$ cat config.mk
export PLATFORM = sky130hd
export DESIGN_NAME = fog_ramp_visibility_sampler_top
export DESIGN_NICKNAME = d
export VERILOG_FILES = /design/src/frvs_pkg.sv /design/src/fog_ramp_visibility_sampler_top.sv
export SDC_FILE = /design/constraint.sdc
export NUM_CORES = 2
export LEC_CHECK = 0
export BUFFER_PORTS_ARGS = -buffer_cell sky130_fd_sc_hd__buf_4
export CAP_MARGIN = 15
export CORE_ASPECT_RATIO = 1.75
export CORE_MARGIN = 3
export CORE_UTILIZATION = 60
export CTS_BUF_LIST = sky130_fd_sc_hd__clkbuf_4
export DETAILED_ROUTE_END_ITERATION = 6
export PLACE_DENSITY = 0.74
export SETUP_SLACK_MARGIN = 0.1
export SYNTH_ARGS = -nofsm -noshare
export SYNTH_HDL_FRONTEND = slang
export SYNTH_SLANG_ARGS = --single-unit
$ cat constraint.sdc
create_clock -name clock -period 30.5 [get_ports clock]
set_input_delay 6.1 -clock clock [delete_from_list [all_inputs] [get_ports clock]]
set_output_delay 6.1 -clock clock [all_outputs]
set_load 0.02 [all_outputs]
$ cat src/frvs_pkg.sv
package frvs_pkg;

   // Field and register widths.
   localparam int DIST_W = 21;
   localparam int INV_W  = 24;
   localparam int BIAS_W = 25;
   localparam int OUT_W  = 16;
   localparam int FRAC_W = 16;

   // Configuration port.
   localparam int CSR_IDX_W  = 1;
   localparam int CSR_DATA_W = 25;

   localparam logic [CSR_IDX_W-1:0] CSR_INV_RANGE   = 1'b0;
   localparam logic [CSR_IDX_W-1:0] CSR_OFFSET_BIAS = 1'b1;

   // 255.0 with 8 fraction bits.
   localparam logic [OUT_W-1:0] FULL_SCALE = 16'd65280;

   typedef logic [CSR_IDX_W-1:0] csr_index_type;

   // Rounded smoothstep value of texel idx for a ramp of the given size.
   // With n = 2*idx+1 and d = 2*entries, the value is
   // floor((510*n*n*(3d-2n) + d^3) / (2*d^3)), found by counting the
   // multiples of 2*d^3 that fit under the numerator. Elaboration only.
   function automatic logic [7:0] ramp_value(input int unsigned idx,
                                             input int unsigned entries);
      longint unsigned n;
      longint unsigned d;
      longint unsigned d3;
      longint unsigned num;
      logic [7:0]      v;
      n   = 64'(2) * 64'(idx) + 64'(1);
      d   = 64'(2) * 64'(entries);
      d3  = d * d * d;
      num = 64'(510) * n * n * (64'(3) * d - 64'(2) * n) + d3;
      v   = 8'd0;
      for (int k = 1; k < 256; k++) begin
         if (64'(k) * 64'(2) * d3 <= num) begin
            v = 8'(k);
         end
      end
      return v;
   endfunction

endpackage

$ cat src/fog_ramp_visibility_sampler_top.sv
// Pipeline: a word accepted on req passes through the six register stages
// (product, bias, coordinate, texel select, lookup, blend) before rsp.
// Throughput: one word per cycle; six pipeline stages move independently,
// so a stalled result only blocks the input once every stage holds a word.
// Reset: synchronous, active high; clears all stage valid bits and sets
// inverse_range and offset_bias to zero. The ramp table is constant logic
// and needs no clearing pass.
module fog_ramp_visibility_sampler_top #(
   parameter int RAMP_ENTRIES = 64
) (
   input  logic                              clock,
   input  logic                              reset,
   // Input channel.
   input  logic                              req_valid,
   output logic                              req_stall,
   input  logic [frvs_pkg::DIST_W-1:0]       req_distance,
   // Result channel.
   output logic                              rsp_valid,
   input  logic                              rsp_stall,
   output logic [frvs_pkg::OUT_W-1:0]        rsp_fog_factor,
   output logic [frvs_pkg::OUT_W-1:0]        rsp_visibility,
   // Configuration writes.
   input  logic                              csr_wr_en,
   input  frvs_pkg::csr_index_type           csr_index,
   input  logic [frvs_pkg::CSR_DATA_W-1:0]   csr_wdata
);

   localparam int STAGES = 6;
   localparam int PROD_W = frvs_pkg::DIST_W + frvs_pkg::INV_W;
   // u in Q.16: the product shifted down by 8, plus the signed bias.
   localparam int UW     = PROD_W - 8 + 2;
   localparam int IW     = $clog2(RAMP_ENTRIES);
   // x = u * RAMP_ENTRIES - 0.5 needs room for the scale and the offset.
   localparam int XW     = UW + IW + 1;
   localparam int FW     = frvs_pkg::FRAC_W;

   localparam logic signed [XW-1:0] ENTRIES_S = XW'(RAMP_ENTRIES);
   localparam logic signed [XW-1:0] HALF_TEXEL = XW'(32768);
   localparam logic signed [XW-1:0] TOP_X =
      XW'(longint'(RAMP_ENTRIES - 1) * 64'sd65536);
   localparam logic [IW-1:0]        LAST_IDX = IW'(RAMP_ENTRIES - 1);

   // The ramp table is built at elaboration from the smoothstep curve.
   logic [7:0] rom_tbl [RAMP_ENTRIES];

   for (genvar g = 0; g < RAMP_ENTRIES; g++) begin : g_rom
      localparam logic [7:0] VAL = frvs_pkg::ramp_value(g, RAMP_ENTRIES);
      assign rom_tbl[g] = VAL;
   end

   // Configuration registers.
   logic [frvs_pkg::INV_W-1:0]         inv_range_ff, inv_range_in;
   logic signed [frvs_pkg::BIAS_W-1:0] offset_bias_ff, offset_bias_in;

   always_comb begin
      inv_range_in   = inv_range_ff;
      offset_bias_in = offset_bias_ff;
      if (csr_wr_en) begin
         unique case (csr_index)
            frvs_pkg::CSR_INV_RANGE: begin
               inv_range_in = csr_wdata[frvs_pkg::INV_W-1:0];
            end
            frvs_pkg::CSR_OFFSET_BIAS: begin
               offset_bias_in = $signed(csr_wdata[frvs_pkg::BIAS_W-1:0]);
            end
            default: begin
            end
         endcase
      end
   end

   always_ff @(posedge clock) begin
      if (reset) begin
         inv_range_ff   <= '0;
         offset_bias_ff <= '0;
      end else begin
         inv_range_ff   <= inv_range_in;
         offset_bias_ff <= offset_bias_in;
      end
   end

   // Pipeline control. Each stage takes a new word when it is empty or
   // when the stage after it is taking its word, so bubbles close up
   // while the output is stalled.
   logic [STAGES-1:0] valid_ff, valid_in;
   logic [STAGES-1:0] stage_en;

   always_comb begin
      stage_en[STAGES-1] = !valid_ff[STAGES-1] || !rsp_stall;
      for (int k = STAGES - 2; k >= 0; k--) begin
         stage_en[k] = !valid_ff[k] || stage_en[k+1];
      end
      valid_in[0] = stage_en[0] ? req_valid : valid_ff[0];
      for (int k = 1; k < STAGES; k++) begin
         valid_in[k] = stage_en[k] ? valid_ff[k-1] : valid_ff[k];
      end
   end

   always_ff @(posedge clock) begin
      if (reset) begin
         valid_ff <= '0;
      end else begin
         valid_ff <= valid_in;
      end
   end

   assign req_stall = !stage_en[0];
   assign rsp_valid = valid_ff[STAGES-1];

   // Stage 1: distance times inverse range, exact in Q.24.
   logic [PROD_W-1:0] prod_ff, prod_in;

   assign prod_in = PROD_W'(req_distance) * PROD_W'(inv_range_ff);

   always_ff @(posedge clock) begin
      if (stage_en[0]) begin
         prod_ff <= prod_in;
      end
   end

   // Stage 2: drop 8 bits to Q.16 and add the bias.
   logic signed [UW-1:0] u_ff, u_in;

   assign u_in = $signed({2'b00, prod_ff[PROD_W-1:8]}) + UW'(offset_bias_ff);

   always_ff @(posedge clock) begin
      if (stage_en[1]) begin
         u_ff <= u_in;
      end
   end

   // Stage 3: texel coordinate x = u * RAMP_ENTRIES - 0.5 in Q.16.
   logic signed [XW-1:0] x_ff, x_in;
   logic signed [XW-1:0] u_ext;

   assign u_ext = XW'(u_ff);
   assign x_in  = XW'(u_ext * ENTRIES_S) - HALF_TEXEL;

   always_ff @(posedge clock) begin
      if (stage_en[2]) begin
         x_ff <= x_in;
      end
   end

   // Stage 4: choose the two texels and the blend fraction. Outside the
   // outer texel centers both texels are the edge texel and the fraction
   // is zero, which gives the edge value exactly.
   logic [IW-1:0] idx_a_ff, idx_a_in;
   logic [IW-1:0] idx_b_ff, idx_b_in;
   logic [FW-1:0] frac4_ff, frac4_in;
   logic          x_low;
   logic          x_high;

   assign x_low  = x_ff[XW-1] || (x_ff == '0);
   assign x_high = (x_ff >= TOP_X);

   always_comb begin
      if (x_low) begin
         idx_a_in = '0;
         idx_b_in = '0;
         frac4_in = '0;
      end else if (x_high) begin
         idx_a_in = LAST_IDX;
         idx_b_in = LAST_IDX;
         frac4_in = '0;
      end else begin
         idx_a_in = x_ff[FW +: IW];
         idx_b_in = x_ff[FW +: IW] + IW'(1);
         frac4_in = x_ff[FW-1:0];
      end
   end

   always_ff @(posedge clock) begin
      if (stage_en[3]) begin
         idx_a_ff <= idx_a_in;
         idx_b_ff <= idx_b_in;
         frac4_ff <= frac4_in;
      end
   end

   // Stage 5: table lookups.
   logic [7:0]    tex_a_ff, tex_a_in;
   logic [7:0]    tex_b_ff, tex_b_in;
   logic [FW-1:0] frac5_ff;

   assign tex_a_in = rom_tbl[idx_a_ff];
   assign tex_b_in = rom_tbl[idx_b_ff];

   always_ff @(posedge clock) begin
      if (stage_en[4]) begin
         tex_a_ff <= tex_a_in;
         tex_b_ff <= tex_b_in;
         frac5_ff <= frac4_ff;
      end
   end

   // Stage 6: blend. The product is truncated by 8 bits; a falling pair
   // would truncate toward zero, which the magnitude form gives.
   logic [frvs_pkg::OUT_W-1:0] factor_ff, factor_in;
   logic [frvs_pkg::OUT_W-1:0] vis_ff, vis_in;
   logic                       rising;
   logic [7:0]                 step_mag;
   logic [FW+7:0]              blend_prod;
   logic [frvs_pkg::OUT_W:0]   base;
   logic [frvs_pkg::OUT_W:0]   raw_factor;

   assign rising     = (tex_b_ff >= tex_a_ff);
   assign step_mag   = rising ? (tex_b_ff - tex_a_ff) : (tex_a_ff - tex_b_ff);
   assign blend_prod = (FW + 8)'(frac5_ff) * (FW + 8)'(step_mag);
   assign base       = {1'b0, tex_a_ff, 8'h00};
   assign raw_factor = rising ? (base + {1'b0, blend_prod[FW+7:8]})
                              : (base - {1'b0, blend_prod[FW+7:8]});

   always_comb begin
      if (raw_factor > {1'b0, frvs_pkg::FULL_SCALE}) begin
         factor_in = frvs_pkg::FULL_SCALE;
      end else begin
         factor_in = raw_factor[frvs_pkg::OUT_W-1:0];
      end
      vis_in = frvs_pkg::FULL_SCALE - factor_in;
   end

   always_ff @(posedge clock) begin
      if (stage_en[5]) begin
         factor_ff <= factor_in;
         vis_ff    <= vis_in;
      end
   end

   assign rsp_fog_factor = factor_ff;
   assign rsp_visibility = vis_ff;

   // The input is only held off when every stage holds a word.
   a_stall_only_when_full: assert property (
      @(posedge clock) disable iff (reset)
      req_stall |-> (valid_ff == {STAGES{1'b1}})
   ) else $error("input stalled while a pipeline stage is empty");

   // The second texel is the first or its right neighbor.
   a_texel_pair: assert property (
      @(posedge clock) disable iff (reset)
      valid_ff[3] |-> (idx_b_ff == idx_a_ff || idx_b_ff == idx_a_ff + IW'(1))
   ) else $error("texel pair not adjacent");

   // A delivered factor never exceeds full scale.
   a_factor_range: assert property (
      @(posedge clock) disable iff (reset)
      rsp_valid |-> (rsp_fog_factor <= frvs_pkg::FULL_SCALE)
   ) else $error("fog factor above full scale");

   // Reset empties the pipeline.
   a_reset_empty: assert property (
      @(posedge clock)
      $past(reset) |-> (valid_ff == '0)
   ) else $error("pipeline not empty after reset");

endmodule

==> flow_metrics.env <==
export IMPL_tns_ps=0
export IMPL_power_frac_clock_pct=12.5
export IMPL_grt_pass1_wl_mm=134
export IMPL_area_delta_synth_final_pct=5.97
export IMPL_muxShareOfSynthArea_pct=0.393
export IMPL_crit_path_start="rsp_stall"
export IMPL_post_drt_via_cell_ratio=5.90
export IMPL_drt_pass1_iter_count=5
export IMPL_floorplan_die_height_um=312
export IMPL_start_util_pct=61.0
export IMPL_required_ps=24400
export IMPL_vias=24714
export IMPL_nNetsFinal=4273
export IMPL_maxClockFrequency_mhz=73.3
export IMPL_crit_path_frequent_cell="sky130_fd_sc_hd__buf_4"
export IMPL_first_global_vias=26621
export IMPL_cts_resized=0
export IMPL_drt_wl_total_mm=85.1
export IMPL_cpLargestDelayFamily="buffers and inverters"
export IMPL_start_kind="input port"
export IMPL_cts_max_path_buffers=3
export IMPL_timing_reg2reg_worst_path_depth=42
export IMPL_ys_seq_area_share_pct=21.6
export IMPL_clkSlewWorstSetupHoldPaths_ps=70
export IMPL_worst_slew_pin_slew_ps=1220
export IMPL_async_reset_ff_share_pct=0
export IMPL_synthesis_warnings=0
export IMPL_drt_drc_violations_left=0
export IMPL_synth_enable_flop_cells=195
export IMPL_worstPathCellList="buf_4 > and3_1 > and3_1 > nand3_2 > buf_4 > inv_1 > buf_4"
export IMPL_reg2reg_to="rsp_visibility[10]$_DFFE_PP_"
export IMPL_clock_sink_count=250
export IMPL_synthAdderAreaFrac_pct=40.2
export IMPL_timing_max_transition_violations_final=0
export IMPL_design_portCount=86
export IMPL_floorplan_die_area_um2=56500
export IMPL_cts_buffers=53
export IMPL_delay_of_the_slowest_critical_path_stage_ps=450
export IMPL_clock_root_buffer="sky130_fd_sc_hd__clkbuf_4"
export IMPL_min_path_type="flop to flop"
export IMPL_core_um2=52800
export IMPL_p_sw_w=0.00102
export IMPL_filler_cell_count=4400
export IMPL_worst_path_max_delay_cell="sky130_fd_sc_hd__buf_4"
export IMPL_total_power_divided_by_cell_area_nw_per_um2=64.2
export IMPL_worst_skew_pair_late_latency_ps=760
export IMPL_grt_usage_pct=30.2
export IMPL_sequential_cell_fraction_of_total_power_pct=27.0
export IMPL_setup_violations=0
export IMPL_worst_ep_arrival_time_ps=7540
export IMPL_mappedNetlistArea_um2=32200
export IMPL_first_iter_violations=1446
export IMPL_final_layout_size_suffix_gt1_share_pct=6.75
export IMPL_swShare_pct=46.4
export IMPL_fin_skew_ps=53.9
export IMPL_grt_max_degree=56
export IMPL_worst_path_stages=7
export IMPL_combPwrFrac_pct=60.6
export IMPL_timing_max_slew_rel_slack_pct=18.1
export IMPL_globalplace_congestion=0.953
export IMPL_post_cts_repair_setup_buffers=0
export IMPL_setup_repair_after_global_routing_missed_its_margin="no"
export IMPL_avgSynthCellArea_um2=9.35
export IMPL_finalHoldViolCount=0
export IMPL_reg2reg_from="tex_a_ff[0]$_DFFE_PP_"
export IMPL_dp_final_hpwl_mm=68.7
export IMPL_path_max_fanout=39
export IMPL_synth_xor_xnor_area_share_pct=3.62
export IMPL_detail_route_wl_per_cell_um=20.3
export IMPL_critical_path_endpoint="req_stall"
export IMPL_drv_cap=0
export IMPL_htree_num_levels=2
export IMPL_status="finished clean"
export IMPL_power_leakage_nw=16.4
export IMPL_cp_num_buf_inv=4
export IMPL_place_port_buffers=85
export IMPL_synth_cells=3440
export IMPL_rows=111
export IMPL_cp_end_kind="primary output"
export IMPL_report_power_total_w=0.00219
export IMPL_cell_internal_pwr_w=0.00117
export IMPL_postSynthNetCount=4247
export IMPL_cts_tree="built"
export IMPL_ys_ff_latch=250
export IMPL_grt_overflow_total=0
export IMPL_synth_simple_gate_area_share_pct=16.7
export IMPL_floorplan_die_width_um=181
export IMPL_drtAntennaViolNets=0
export IMPL_postCtsHoldBufs=0
export IMPL_post_route_period_util_pct=44.7
export IMPL_core_occupancy_in_the_finished_layout_pct=64.6
export IMPL_synthDistinctLibCells=84
export IMPL_final_min_clock_period_ps=13640
export IMPL_setup_crit_path_kind="input port to primary output"
export IMPL_antenna_found_initial=2
export IMPL_synth_flop_cell="sky130_fd_sc_hd__edfxtp_1"
export IMPL_synth_top_family_by_area="adder cells"
export IMPL_vdd_ir_drop_max_mv=0.0491
export IMPL_worst_r2r_setup_slack_ps=17270
export IMPL_synth_compound_gate_area_share_pct=9.25
[power groups by stage]
stage | logic [W] | clock network (W) | registers [W]
after floorplan | 0.000930 | 0 | 0.000588
after global placement | 0.00127 | 0 | 0.000593
after detailed placement | 0.00131 | 0 | 0.000598
after CTS | 0.00131 | 0.000279 | 0.000591
after global routing | 0.00146 | 0.000296 | 0.000600
final | 0.00133 | 0.000273 | 0.000590
[cell usage in the layout, fill, tap and decap left out, drive strengths merged, types with 73 or more instances in the layout]
master	synthesis	layout
ha	289	289
nor2	150	150
inv	548	550
nand2	518	518
buf	6	120
o21ai	93	93
clkbuf	143	73
a21oi	149	149
and2	229	229
fa	466	466
edfxtp	195	195
xnor2	79	79
[layer usage]
| metal | global-route usage (%) | wire length, um | vias to the layer above |
|---|---|---|---|
| li1 | - | - | 11086 |
| met1 | 28.2 | 25800 | 12258 |
| met2 | 57.0 | 46200 | 952 |
| met3 | 2.98 | 3900 | 418 |
| met4 | 26.8 | 9160 | 0 |
| met5 | 0 | 0 | - |
[logic make-up (layout without fill, tap and decap cells)]
kind of cell,after synthesis,count (layout)
other cells,0,1
buf+inv,699,768
mux,10,10
compound gates,464,464
xor+xnor,133,133
flops,250,250
simple gates,1129,1129
fa+ha+maj,755,755
[cell usage after synthesis (17+ instances only)]
cell                       instances  area [um^2]
sky130_fd_sc_hd__a211oi_1         19          143
sky130_fd_sc_hd__a21o_1           49          368
sky130_fd_sc_hd__a21oi_1         148          741
sky130_fd_sc_hd__a31oi_1          20          125
sky130_fd_sc_hd__and2_1          229         1430
sky130_fd_sc_hd__and3_1           17          106
sky130_fd_sc_hd__clkbuf_1        142          533
sky130_fd_sc_hd__dfxtp_1          55         1100
sky130_fd_sc_hd__edfxtp_1        195         5860
sky130_fd_sc_hd__fa_1            466         9330
sky130_fd_sc_hd__ha_1            289         3620
sky130_fd_sc_hd__inv_1           546         2050
sky130_fd_sc_hd__nand2_1         518         1940
sky130_fd_sc_hd__nand2b_1         27          169
sky130_fd_sc_hd__nand3_1          27          135
sky130_fd_sc_hd__nor2_1          150          563
sky130_fd_sc_hd__nor2b_1          41          257
sky130_fd_sc_hd__nor3_1           43          215
sky130_fd_sc_hd__nor4_1           17          106
sky130_fd_sc_hd__o211ai_1         17          128
sky130_fd_sc_hd__o21a_1           18          135
sky130_fd_sc_hd__o21ai_0          90          450
sky130_fd_sc_hd__xnor2_1          79          692
sky130_fd_sc_hd__xor2_1           54          473
[registers in the layout (all words and copies together), names as in the netlist]
signal          cells
u_ff               39
prod_ff            37
tex_b_ff            8
frac5_ff           10
idx_b_ff            6
rsp_visibility     15
idx_a_ff            6
tex_a_ff            8
inv_range_ff       24
frac4_ff           10
x_ff               40
rsp_fog_factor     16
valid_ff            6
offset_bias_ff     25
[cell type report]
cell class                 instances  area, um^2  area share (%)
sequential                       250        6960            20.4
tap                              678         848            2.49
multi-input combinational       2491       22600            66.2
inverter                         550        2060            6.06
clock buffer                      73         548            1.61
timing repair buffer             120         901            2.64
clock inverter                    25         186           0.547
antenna                            1        2.50         0.00734
[metrics by stage]
stage | std cells | area (um^2) | hold slack (ps) | worst slack, ps
CTS | 4187 | 34100 | 423 | 16850
global route | 4188 | 34100 | 429 | 16460
detailed placement | 4089 | 33400 | 406 | 16800
global placement | 4089 | 33400 | 401 | 16830
finish | 4188 | 34100 | 422 | 16860
floorplan | 3440 | 32200 | 400 | 16450
[worst register-to-register path: cells and delay by family, from the launching register on]
family	cells	cell delay (ps)
simple gates	7	2100
buf+inv	5	470
flops	1	500
compound gates	20	5650
mux	1	370
xor+xnor	1	140
fa+ha+maj	8	3830
[worst min path at each step]
| stage | from | end | slack, ps | depth (start not counted) |
|---|---|---|---|---|
| after floorplan | frac4_ff[10]$_SDFFCE_PP0P_ | frac5_ff[10]$_DFFE_PP_ | 400 | 0 |
| after global placement | u_ff[3]$_DFFE_PP_ | x_ff[9]$_DFFE_PP_ | 400 | 0 |
| after detailed placement | frac4_ff[10]$_SDFFCE_PP0P_ | frac5_ff[10]$_DFFE_PP_ | 410 | 0 |
| after CTS | u_ff[2]$_DFFE_PP_ | x_ff[8]$_DFFE_PP_ | 420 | 0 |
| after global routing | u_ff[4]$_DFFE_PP_ | x_ff[10]$_DFFE_PP_ | 430 | 0 |
| final | u_ff[4]$_DFFE_PP_ | x_ff[10]$_DFFE_PP_ | 420 | 0 |
Note: power is estimated with default switching activity, not from simulation.
